===== src/rtl/bmfs_pkg.sv =====
// Package for the forward bracket matcher: sizes, character codes, bracket kinds,
// status codes and the stack command struct.
// No dependencies.
`timescale 1ns / 1ps
`default_nettype none

package bmfs_pkg;

    localparam int STACK_DEPTH = 64;
    localparam int OFFSET_BITS = 24;
    localparam int CHAR_BITS   = 21;
    localparam int COUNT_BITS  = $clog2(STACK_DEPTH + 1);

    typedef logic [CHAR_BITS-1:0]   char_t;
    typedef logic [OFFSET_BITS-1:0] offset_t;
    typedef logic [COUNT_BITS-1:0]  count_t;

    localparam offset_t OFFSET_MAX = {OFFSET_BITS{1'b1}};

    localparam char_t CH_BACKSLASH = CHAR_BITS'(8'h5C);
    localparam char_t CH_DQUOTE    = CHAR_BITS'(8'h22);
    localparam char_t CH_SQUOTE    = CHAR_BITS'(8'h27);
    localparam char_t CH_LBRACE    = CHAR_BITS'(8'h7B);
    localparam char_t CH_LPAREN    = CHAR_BITS'(8'h28);
    localparam char_t CH_LSQUARE   = CHAR_BITS'(8'h5B);
    localparam char_t CH_RBRACE    = CHAR_BITS'(8'h7D);
    localparam char_t CH_RPAREN    = CHAR_BITS'(8'h29);
    localparam char_t CH_RSQUARE   = CHAR_BITS'(8'h5D);

    typedef enum logic [1:0] {
        KIND_BRACE  = 2'd0,
        KIND_PAREN  = 2'd1,
        KIND_SQUARE = 2'd2,
        KIND_NONE   = 2'd3
    } kind_t;

    typedef enum logic [1:0] {
        STATUS_MATCH    = 2'd0,
        STATUS_WRONG    = 2'd1,
        STATUS_END      = 2'd2,
        STATUS_OVERFLOW = 2'd3
    } status_t;

    typedef struct packed {
        logic  push;
        logic  pop;
        kind_t kind;
    } stack_cmd_t;

    function automatic kind_t opener_kind(input char_t c);
        kind_t k;
        k = KIND_NONE;
        if (c == CH_LBRACE) k = KIND_BRACE;
        else if (c == CH_LPAREN) k = KIND_PAREN;
        else if (c == CH_LSQUARE) k = KIND_SQUARE;
        return k;
    endfunction

    function automatic kind_t closer_kind(input char_t c);
        kind_t k;
        k = KIND_NONE;
        if (c == CH_RBRACE) k = KIND_BRACE;
        else if (c == CH_RPAREN) k = KIND_PAREN;
        else if (c == CH_RSQUARE) k = KIND_SQUARE;
        return k;
    endfunction

endpackage

`default_nettype wire


===== src/rtl/bmfs_stack.sv =====
// Shift-register stack of open bracket kinds; entry 0 is the top.
// Depends on bmfs_pkg. Depth tracking lives with the caller.
`timescale 1ns / 1ps
`default_nettype none

module bmfs_stack
    import bmfs_pkg::*;
(
    input  wire logic       clk,
    input  wire stack_cmd_t cmd,
    output kind_t           top
);

    kind_t entry_reg  [STACK_DEPTH];
    kind_t entry_next [STACK_DEPTH];

    always_comb
    begin
        entry_next = entry_reg;
        if (cmd.push)
        begin
            // shift down, new kind lands on top
            entry_next[0] = cmd.kind;
            for (int i = 1; i < STACK_DEPTH; i++)
            begin
                entry_next[i] = entry_reg[i-1];
            end
        end
        else if (cmd.pop)
        begin
            for (int i = 0; i < STACK_DEPTH - 1; i++)
            begin
                entry_next[i] = entry_reg[i+1];
            end
        end
    end

    always_ff @(posedge clk)
    begin
        entry_reg <= entry_next;
    end

    assign top = entry_reg[0];

endmodule

`default_nettype wire


===== config.mk =====
export PLATFORM = sky130hd
export DESIGN_NAME = bmfs_stack
export DESIGN_NICKNAME = d
export VERILOG_FILES = /design/src/rtl/bmfs_pkg.sv /design/src/rtl/bmfs_stack.sv
export SDC_FILE = /design/constraint.sdc
export NUM_CORES = 1
export LEC_CHECK = 0
export BUFFER_PORTS_ARGS = -buffer_cell sky130_fd_sc_hd__buf_2
export CAP_MARGIN = 15
export CORE_MARGIN = 2
export CORE_UTILIZATION = 61
export CTS_BUF_LIST = sky130_fd_sc_hd__clkbuf_4 sky130_fd_sc_hd__clkbuf_8 sky130_fd_sc_hd__clkbuf_16
export CTS_CLUSTER_DIAMETER = 50
export CTS_CLUSTER_SIZE = 24
export DETAILED_ROUTE_END_ITERATION = 7
export PLACE_DENSITY_LB_ADDON = 0.2
export SETUP_SLACK_MARGIN = 0.4
export SYNTH_ARGS = -nofsm -noshare
export SYNTH_HDL_FRONTEND = slang
export SYNTH_SLANG_ARGS = --single-unit
export TNS_END_PERCENT = 20

===== constraint.sdc =====
create_clock -name clk -period 4.91 [get_ports clk]
set_input_delay 0.491 -clock clk [delete_from_list [all_inputs] [get_ports clk]]
set_output_delay 0.491 -clock clk [all_outputs]
set_load 0.01 [all_outputs]

==> Yosys cells after proc, flatten, opt, wreduce, memory -nomap -nowiden <==
Index checks and enable logic that the tools add are counted.
{ "classes": {"mux": 2, "reduce_logical": 1} }
{ "ops": {"columns": ["operator", "n"], "rows": [
  ["two-way mux 126 bit", 2],
  ["nonzero test 2 bit", 1]
]} }
{ "word_totals": {"register_bits": 128, "in_bits": 5, "output_inout_bits": 2, "wordCells": 67} }

==> Logic depth before layout (Yosys ltp) <==
Gate-level depths: netlist of run 1.
{ "depth": {"ltp_word": 2, "ltp_mapped": 4, "mapped_depth_nobuf": 1} }

==> Worst setup path after synthesis of run 1 <==
OpenSTA, ideal clock, no wires.
{ "synth_timing": {"kind": "input -> register", "start": "input cmd[3] (netlist name)", "end": "register entry_reg[100] (netlist name), enable pin", "n_path_buf": 3, "setup_ns": 0.494, "stages": 4, "required_ns": 4.416, "slack_ns": 0.743, "arrival_ns": 3.673, "path_cell_list": "buf_6 -> buf_6 -> buf_6 -> or2_1"} }
{ "synth_via": {"elab_chain_len": 1} }
{ "synth_rtl": {"columns": ["item", "line", "source"], "rows": [
  ["start, declared", "bmfs_stack.sv:10", "input wire stack_cmd_t cmd,"],
  ["nonzero test 2 bit (no source line)", null, null],
  ["end signal, assigned", "bmfs_stack.sv:40", "entry_reg <= entry_next;"],
  ["end, declared", "bmfs_stack.sv:14", "kind_t entry_reg [STACK_DEPTH];"]
]} }
No other way between the ends.
A chain may end at the register's enable or synchronous reset.

==> results of run 1 <==
==> worst max-delay path, stage by stage <==
cell,delay (ns)
buf_4,0.47
buf_4,0.96
mux2_2,0.43
==> kinds of logic (layout without fill, tap and decap cells) <==
| group | Yosys count | after routing |
|---|---|---|
| multiplexers | 126 | 126 |
| buffers and inverters | 16 | 41 |
| flip-flops | 128 | 128 |
| AND/OR/NAND/NOR | 1 | 1 |
==> Yosys cell counts <==
| master | number | area share (%) |
|---|---|---|
| buf_6 | 5 | 1.0 |
| buf_2 | 9 | 0.82 |
| edfxtp_1 | 128 | 70 |
| or2_1 | 1 | 0.11 |
| buf_4 | 2 | 0.27 |
| mux2_4 | 29 | 7.9 |
| mux2_2 | 97 | 20 |
==> layer usage <==
layer  up-vias  routed length, um  GRT usage (%)  part of all wire, %
met4         0                127           8.54                  1.8
met5         -                  0              0                    0
met2        21               3430           23.4                   47
met1      1192               3530           22.7                   49
met3        10                167           5.53                  2.3
li1       1108                  -              -                    -
==> cell usage in the layout, fill, tap and decap left out, drive strengths merged <==
| cell | netlist | routed |
|---|---|---|
| clkinvlp | 0 | 1 |
| edfxtp | 128 | 128 |
| or2 | 1 | 1 |
| inv | 0 | 5 |
| buf | 16 | 9 |
| bufinv | 0 | 3 |
| clkbuf | 0 | 17 |
| clkinv | 0 | 6 |
| mux2 | 126 | 126 |
==> power breakdown <==
group	internal (mW)	switching (mW)	total [mW]	leakage [nW]
registers	1.46	0.0999	1.56	1.31
logic	0.195	0.0954	0.290	0.664
clock network	0.780	0.472	1.25	0.290
total	2.44	0.668	3.11	2.26
==> worst max-delay path by stage <==
| stage | endpoint | cells after the start | start | slack [ns] |
|---|---|---|---|---|
| after floorplan | entry_reg[100] | 4 | cmd[3] | 0.74 |
| after global placement | entry_reg[93] | 3 | cmd[3] | 2.28 |
| after global routing | entry_reg[40] | 3 | cmd[3] | 2.65 |
| after CTS | entry_reg[40] | 3 | cmd[3] | 2.79 |
| after detailed placement | entry_reg[65] | 3 | cmd[3] | 2.25 |
| final | entry_reg[79] | 3 | cmd[3] | 2.75 |
==> final cells by class <==
cell class	instances	share of cell area, %
Timing Repair Buffer	9	0.893
Clock buffer	17	6.72
Sequential cell	128	62.3
Clock inverter	15	2.96
Tap cell	108	2.19
Multi-Input combinational cell	127	24.9
==> reports/results.tsv, run 1 <==
stage	metric	value	unit
grt	grt total ovfl	0	
power	Leak	2.26	nW
cells_and_area	fin area	6170	sq um
routing	vias per cell	5.77	
yosys	simple-gate portion of the synthesized area	0.114	%
clock_tree	clk sinks	128	
routing	WL/cell	17.9	um
cells_and_area	fillers	509	
grt	number of global-route vias before repair	2419	
cells_and_area	number of cells in the finished layout apart from fillers	404	
clock_tree	Post-CTS Setup Bufs	0	
worst_setup_path	reg2reg start	entry_reg[21]	
yosys	Mapped Cells	271	
worst_setup_path	Critical Path AT	2.42	ns
floorplan	Initial Utilization	63.0	%
placement	Placer Congestion	0.672	
timing	Final period util	44.0	%
clock_tree	Clk Tree Root Cell	clkbuf_8	
yosys	synthesized area per cell	20.3	sq um
routing	Vias	2331	
cells_and_area	max FFs per register	126	
clock_tree	CTS tree	built	
timing	clock skew	0.00673	ns
yosys	count of cell types in the netlist	7	
hold_path	Hold Crit Class	in2reg	
grt	Tot GR Track Use	16.4	%
grt	largest net degree at the start of global routing	89	
floorplan	Die Footprint	9780	sq um
timing	final hold violation count	0	
timing	final setup TNS	0	ns
clock_tree	H-tree depth	4	
worst_setup_path	Setup crit start kind	input pin	
cells_and_area	fin nets	288	
hold_path	Worst Hold End	top[0]	
timing	Final Critical Period	2.16	ns
cells_and_area	ant diodes	0	
yosys	Netlist Area Pre-Place	5490	sq um
yosys	FF+latch count, synth	128	
yosys	warnings from Yosys	0	
grt	initial antenna violation count	0	
clock_tree	clock tree buffer depth	2	
worst_setup_path	CP Max Fanout	88	
placement	hpwl dp	3850	um
floorplan	Die W	98.9	um
yosys	compound-cell area share of the yosys netlist	0	%
floorplan	die height	98.9	um
flow_run	Max Cap Viol	0	
clock_tree	Num CTS Buffers	17	
yosys	Seq/Total Area, Yosys	70.0	%
worst_setup_path	WP data required	5.17	ns
placement	placed instance count	372	
cells_and_area	multi-input logic area	1540	sq um
timing	final hold slack	0.282	ns
grt	first-pass GRT wire length	12100	um
timing	Final WS setup	2.75	ns
placement	Post-DP Area	5570	sq um
hold_path	Hold Path Cell Cnt	2	
power	VDD IR max	319	uV
clock_tree	worst skew pair latency	0.51	ns
worst_setup_path	flop-to-flop setup slack	3.95	ns
clock_tree	hold_buf cts	0	
routing	drt first pass iters	4	
routing	drt first-iter violations	131	
timing	Slew Limit Fails	0	
placement	Place WS	2.25	ns
yosys	Adder-Cell Fraction of Synth Area	0	%
cells_and_area	Final Util	70.7	%
cells_and_area	share of layout cells above drive strength 1	56.1	%
floorplan	FP Rows	34	
yosys	XOR/XNOR Fraction of Synth Area	0	%
clock_tree	Clk pin slew, worst setup/hold paths	0.06	ns
placement	port bufs	6	
timing	Setup violations, final	0	
yosys	mux cell area share after synthesis	27.8	%
worst_setup_path	R2R depth	1	
yosys	largest family of logic cells by synthesized area	multiplexers	
timing	Worst slew margin	24.7	%
worst_setup_path	kind of critical path	in2reg	
floorplan	I/O pins	7	
power	PwrDens	503	nW/um^2
hold_path	Worst Hold Launch	cmd[0]	
clock_tree	Post-CTS Resized	0	
cells_and_area	FF+latch area	3840	sq um
routing	Antenna Violating Nets Remaining	0	
floorplan	core area	8720	sq um
timing	RSZ-0062 raised after global routing	no	
routing	WL final	7250	um
power	Pwr Total	3.11	mW
worst_setup_path	CP endpoint kind	register	
timing	Worst Tran Pin Value	1.13	ns
timing	fmax	463	MHz
yosys	Syn Nets	276	
routing	number of remaining DRC errors	0	
worst_setup_path	r2r endpoint	entry_reg[19]	
cells_and_area	synthesis-to-layout area growth	12.3	%
status	outcome	finished clean	
(Power assumes the default switching activity.)
==> run 2: changes to the inputs <==
--- a/config.mk
+++ b/config.mk
@@ -5,6 +5,7 @@
 export SDC_FILE = /design/constraint.sdc
 export NUM_CORES = 1
 export LEC_CHECK = 0
+export ABC_AREA = 1
 export BUFFER_PORTS_ARGS = -buffer_cell sky130_fd_sc_hd__buf_2
 export CAP_MARGIN = 15
 export CORE_MARGIN = 2
==> constraint.sdc (replaced) <==
create_clock -name clk -period 2.2 [get_ports clk]
set_input_delay 0.22 -clock clk [delete_from_list [all_inputs] [get_ports clk]]
set_output_delay 0.22 -clock clk [all_outputs]
set_load 0.01 [all_outputs]
==> run 2 against run 1 <==
Sequential share of layout area grew 0.85 points. Non-clock buffer count rose by 4. Cell count is 64% higher. Setup slack worse by 1.8 ns. Global-route usage is 2.9 points higher. Critical endpoint is now top[1]. Clock skew grew 0.0012 ns. Critical path depth decreased by 2. Sequential power increased by 110%. Wire length grew 19%. Synthesized area shrank 1.0%. Die area is 1.0% lower. Largest power group unchanged. Critical path type is now reg2out. Worst hold slack better by 0.010 ns.
==> reports/results.tsv, run 2 <==
stage	metric	value	unit
routing	WL/cell	13.1	um
flow_run	Max Cap Viol	0	
floorplan	core area	8680	sq um
power	Leak	2.77	nW
power	sw frac	23.5	%
yosys	dominant cell type by area after synthesis	edfxtp_1	
routing	drt first pass iters	5	
timing	clock skew	0.00796	ns
yosys	Post-synth EDFFs	128	
clock_tree	Post-CTS Resized	0	
clock_tree	CTS tree	built	
yosys	post-synth top area share	70.7	%
hold_path	Hold Path Cell Cnt	2	
power	VDD IR max	551	uV
worst_setup_path	CP endpoint kind	output pin	
yosys	top area cells in the synthesized netlist	edfxtp_1, nand2_1, buf_4	
clock_tree	Clk pin slew, worst setup/hold paths	0.06	ns
grt	Tot GR Track Use	19.4	%
cells_and_area	FF+latch area	3840	sq um
clock_tree	worst skew pair latency	0.52	ns
grt	number of global-route vias before repair	3215	
grt	grt total ovfl	0	
timing	final setup TNS	0	ns
cells_and_area	share of layout cells above drive strength 1	7.41	%
worst_setup_path	R2R depth	2	
worst_setup_path	flop-to-flop setup slack	1.38	ns
cells_and_area	fin area	6080	sq um
power	PwrDens	1050	nW/um^2
power	Psw	1.50	mW
yosys	warnings from Yosys	0	
clock_tree	clock tree buffer depth	2	
worst_setup_path	CP Depth	1	
placement	Post-DP Area	5510	sq um
worst_setup_path	kind of critical path	reg2out	
yosys	post-synthesis async set-or-reset flop share	0	%
timing	Final period util	58.1	%
placement	hpwl dp	4320	um
worst_setup_path	CP Max Fanout	2	
routing	Vias	3405	
routing	Antenna Violating Nets Remaining	0	
routing	WL final	8660	um
floorplan	die height	98.4	um
floorplan	FP Rows	34	
worst_setup_path	Setup crit start kind	register	
power	Pwr Total	6.38	mW
floorplan	I/O pins	7	
cells_and_area	multi-input logic area	1430	sq um
yosys	synthesized area per cell	10.1	sq um
hold_path	Hold Crit Class	in2reg	
yosys	Seq/Total Area, Yosys	70.7	%
worst_setup_path	Critical Path AT	1.06	ns
yosys	count of cell types in the netlist	8	
power	power share of the clock group	41.1	%
cells_and_area	most common cell after layout, fill and taps aside	nand2_1	
floorplan	Die W	98.4	um
timing	Setup violations, final	0	
routing	number of remaining DRC errors	0	
grt	largest net degree at the start of global routing	129	
worst_setup_path	Crit path buffers/inverters	1	
grt	initial antenna violation count	0	
placement	Placer Congestion	0.718	
yosys	Main synth FF type	edfxtp_1	
timing	fmax	782	MHz
yosys	FF+latch count, synth	128	
floorplan	Initial Utilization	62.6	%
yosys	Mapped Cells	537	
status	outcome	finished clean	
cells_and_area	max FFs per register	126	
worst_setup_path	crit path cell chain	buf_2	
power	Int Pwr	4.88	mW
timing	RSZ-0062 raised after global routing	no	
timing	final hold violation count	0	
power	Seq pwr share	51.6	%
cells_and_area	most frequent cells in the layout	nand2_1, edfxtp_1, clkbuf_16	
clock_tree	H-tree depth	4	
yosys	most common cell in the synthesized netlist	nand2_1	
yosys	Netlist Area Pre-Place	5440	sq um
worst_setup_path	WP data required	1.98	ns
placement	Place WS	0.824	ns
timing	Slew Limit Fails	0	
cells_and_area	fin nets	545	
cells_and_area	ant diodes	0	
routing	drt first-iter violations	203	
yosys	most instantiated cells after synthesis	nand2_1, edfxtp_1, buf_2	
placement	port bufs	6	
grt	first-pass GRT wire length	14500	um
timing	Final WS setup	0.921	ns
worst_setup_path	slowest stage delay, CP	0.39	ns
floorplan	Die Footprint	9680	sq um
cells_and_area	fillers	630	
worst_setup_path	crit-path leading delay family	flip-flops	
clock_tree	Clk Tree Root Cell	clkbuf_8	
timing	Final Critical Period	1.28	ns
power	Logic pwr share	7.3	%
timing	Worst slew margin	55.1	%
timing	Worst Tran Pin Value	0.673	ns
worst_setup_path	Critical-path top delay cell	edfxtp_1	
clock_tree	clk sinks	128	
yosys	Syn Nets	542	
clock_tree	Num CTS Buffers	17	
routing	vias per cell	5.15	
cells_and_area	synthesis-to-layout area growth	11.9	%
run 2: per-stage QoR:
stage / util [%] / hold WS, ns / instances
2_1_floorplan: - / 0.332 / 537
3_3_place_gp: 63.5 / 0.454 / 627
3_5_place_dp: 63.5 / 0.447 / 627
4_1_cts: 70.1 / 0.310 / 661
5_1_grt: 70.1 / 0.327 / 661
6_report: 70.1 / 0.292 / 661
run 2: timing repair:
action | CTS | global route
setup buffers | 0 | 0
endpoints found under the hold margin | 2 | 0
hold buffers | 2 | 0
run 2: worst paths after layout:
path	from	endpoint
max	top[1]	top[1]
min	cmd[3]	entry_reg[0]
max reg2reg	entry_reg[32]	entry_reg[30]
min reg2reg	entry_reg[2]	entry_reg[0]
run 2: per-layer routing:
layer	wire length (um)	vias to the layer above	share of wire, %	GRT usage [%]
li1	-	1728	-	-
met3	408	10	4.7	7.30
met2	3990	72	46	28.7
met1	4150	1595	48	26.6
met4	111	0	1.3	7.17
met5	0	-	0	0
run 2: power groups by stage:
stage | combinational [mW] | sequential (mW) | clock [mW]
final | 0.463 | 3.30 | 2.63
after floorplan | 0.377 | 3.29 | 0
after CTS | 0.470 | 3.30 | 2.68
after global placement | 0.434 | 3.33 | 0
after detailed placement | 0.460 | 3.33 | 0
after global routing | 0.543 | 3.34 | 2.78
run 2: final cells by class:
type	count	area share (%)
Inverter	1	0.0823
Timing Repair Buffer	13	1.89
Multi-Input combinational cell	379	23.5
Clock buffer	17	6.81
Clock inverter	15	2.36
Sequential cell	128	63.2
Tap cell	108	2.22
run 2: logic make-up after synthesis:
| family | share of synthesized area [%] |
|---|---|
| AND/OR/NAND/NOR | 26.2 |
| flip-flops | 70.7 |
| buffers and inverters | 3.08 |
run 2: worst register-to-register path: stages (launching register included):
cell and delay, ns:
edfxtp_1 0.41, nand2_1 0.11, nand2_1 0.06
==> run 3: changes to the inputs <==
--- a/config.mk
+++ b/config.mk
@@ -5,11 +5,11 @@
 export SDC_FILE = /design/constraint.sdc
 export NUM_CORES = 1
 export LEC_CHECK = 0
-export ABC_AREA = 1
+export ABC_AREA = 0
 export BUFFER_PORTS_ARGS = -buffer_cell sky130_fd_sc_hd__buf_2
 export CAP_MARGIN = 15
 export CORE_MARGIN = 2
-export CORE_UTILIZATION = 61
+export CORE_UTILIZATION = 56
 export CTS_BUF_LIST = sky130_fd_sc_hd__clkbuf_4 sky130_fd_sc_hd__clkbuf_8 sky130_fd_sc_hd__clkbuf_16
 export CTS_CLUSTER_DIAMETER = 50
 export CTS_CLUSTER_SIZE = 24
==> constraint.sdc (replaced) <==
create_clock -name clk -period 1 [get_ports clk]
set_input_delay 0.1 -clock clk [delete_from_list [all_inputs] [get_ports clk]]
set_output_delay 0.1 -clock clk [all_outputs]
set_load 0.01 [all_outputs]
==> run 3 against run 2 <==
The run now ends with hold timing, setup timing left. Die area rose by 9.7%. Largest cell class unchanged. Clock power increased by 140%. Global-route usage down 2.2 points. Power increased to 2.5 times the previous value. Register-to-register slack got worse by 1.3 ns. Clock skew hardly changed. Sequential power rose by 140%. Via count shrank 29%.
==> reports/results.tsv, run 3 (same netlist as run 1, synthesis figures left out) <==
stage	metric	value	unit
status	outcome	finished, violations left	
status	failing checks	hold timing, setup timing	
floorplan	I/O pins	7	
grt	initial antenna violation count	0	
hold_path	Worst Hold End	top[1]	
clock_tree	clock tree buffer depth	2	
worst_setup_path	kind of critical path	reg2out	
grt	first-pass GRT wire length	13300	um
worst_setup_path	flop-to-flop setup slack	0.03	ns
timing	final hold violation count	2	
hold_path	Worst Hold Launch	cmd[1]	
clock_tree	clk sinks	128	
clock_tree	Clk pin slew, worst setup/hold paths	0.06	ns
grt	largest net degree at the start of global routing	35	
power	Pwr Total	16.0	mW
routing	vias per cell	5.51	
timing	Slew Limit Fails	0	
worst_setup_path	reg2reg start	entry_reg[56]	
floorplan	Initial Utilization	57.0	%
clock_tree	Post-CTS Setup Bufs	0	
placement	port bufs	6	
floorplan	Die W	103	um
floorplan	FP Rows	36	
grt	number of global-route vias before repair	2482	
grt	grt total ovfl	0	
worst_setup_path	r2r endpoint	entry_reg[58]	
timing	Setup violations, final	2	
grt	Tot GR Track Use	17.2	%
placement	Place WS	-0.154	ns
worst_setup_path	slowest stage delay, CP	0.38	ns
routing	drt first pass iters	4	
floorplan	Die Footprint	10600	sq um
power	VDD IR max	1510	uV
timing	Final Critical Period	1.15	ns
cells_and_area	share of layout cells above drive strength 1	58.0	%
clock_tree	CTS tree	built	
routing	WL/cell	18.7	um
timing	Worst Tran Pin Value	0.297	ns
worst_setup_path	crit path cell chain	buf_2	
routing	number of remaining DRC errors	0	
hold_path	Hold Crit Class	in2reg	
placement	hpwl dp	4150	um
worst_setup_path	WP data required	0.90	ns
clock_tree	Clk Tree Root Cell	clkbuf_8	
timing	final hold slack	-0.116	ns
flow_run	Max Cap Viol	0	
cells_and_area	number of cells in the finished layout apart from fillers	438	
floorplan	die height	103	um
timing	clock skew	0.00764	ns
timing	Worst slew margin	80.2	%
clock_tree	Num CTS Buffers	17	
routing	Vias	2413	
worst_setup_path	Setup crit start kind	register	
floorplan	core area	9640	sq um
worst_setup_path	R2R depth	1	
cells_and_area	most frequent cells in the layout	edfxtp_1, mux2_4, clkbuf_16	
timing	RSZ-0062 raised after global routing	yes	
clock_tree	H-tree depth	4	
cells_and_area	synthesis-to-layout area growth	23.0	%
worst_setup_path	crit-path leading delay family	flip-flops	
routing	Antenna Violating Nets Remaining	0	
placement	Placer Congestion	0.690	
power	PwrDens	2370	nW/um^2
worst_setup_path	Crit path buffers/inverters	1	
timing	fmax	869	MHz
worst_setup_path	Critical-path top delay cell	edfxtp_1	
worst_setup_path	CP endpoint kind	output pin	
timing	Final WS setup	-0.151	ns
power	Leak	2.76	nW
worst_setup_path	CP Max Fanout	2	
routing	drt first-iter violations	134	
timing	final setup TNS	-0.291	ns
hold_path	Hold Path Cell Cnt	2	
cells_and_area	ant diodes	0	
cells_and_area	fin nets	297	
worst_setup_path	Critical Path AT	1.05	ns
placement	placed instance count	406	
timing	Final period util	115	%
cells_and_area	max FFs per register	126	
clock_tree	worst skew pair latency	0.52	ns
cells_and_area	most common cell after layout, fill and taps aside	edfxtp_1	
routing	WL final	8170	um
-- run 3: stage by stage --
step	cell area, sq um	util, %	hold WS [ns]
after floorplan	5510	-	0.212
after global placement	5790	60.1	0.400
after detailed placement	5790	60.1	0.411
after CTS	6760	70.1	-0.143
after global routing	6760	70.1	-0.133
final	6760	70.1	-0.116
-- run 3: layer usage --
metal	track usage, %	vias to the layer above	share of wire [%]
li1	-	1114	-
met1	23.4	1267	48
met2	25.2	19	49
met3	5.29	13	2.2
met4	8.81	0	1.6
met5	0	-	0
-- run 3: area by class of cell --
class / count / area (sq um)
repair buffers: 18 / 248
clock inverters: 14 / 184
multi-input cells: 127 / 1900
flip-flops and latches: 128 / 3840
fillers: 607 / 2880
clock buffers: 18 / 422
well taps: 133 / 166
-- run 3: worst max-delay path by stage --
stage | start | end | slack [ns] | depth (start not counted)
after global placement | cmd[3] | entry_reg[49] | -0.15 | 3
final | top[0] | top[0] | -0.15 | 1
after CTS | top[0] | top[0] | -0.18 | 1
after global routing | top[0] | top[0] | -0.21 | 1
after floorplan | cmd[3] | entry_reg[100] | -0.85 | 4
after detailed placement | cmd[3] | entry_reg[49] | -0.15 | 3
-- run 3: where the power goes --
group,leakage [nW],switching [mW],internal (mW)
Clock,0.290,2.36,3.87
Sequential,1.31,0.567,7.19
Combinational,1.16,0.551,1.47
-- run 3: what timing repair did --
| action | CTS | global route |
|---|---|---|
| resized for setup | 96 | 0 |
| endpoints found under the setup margin | 130 | 130 |
| hold endpoints to repair | 2 | 2 |
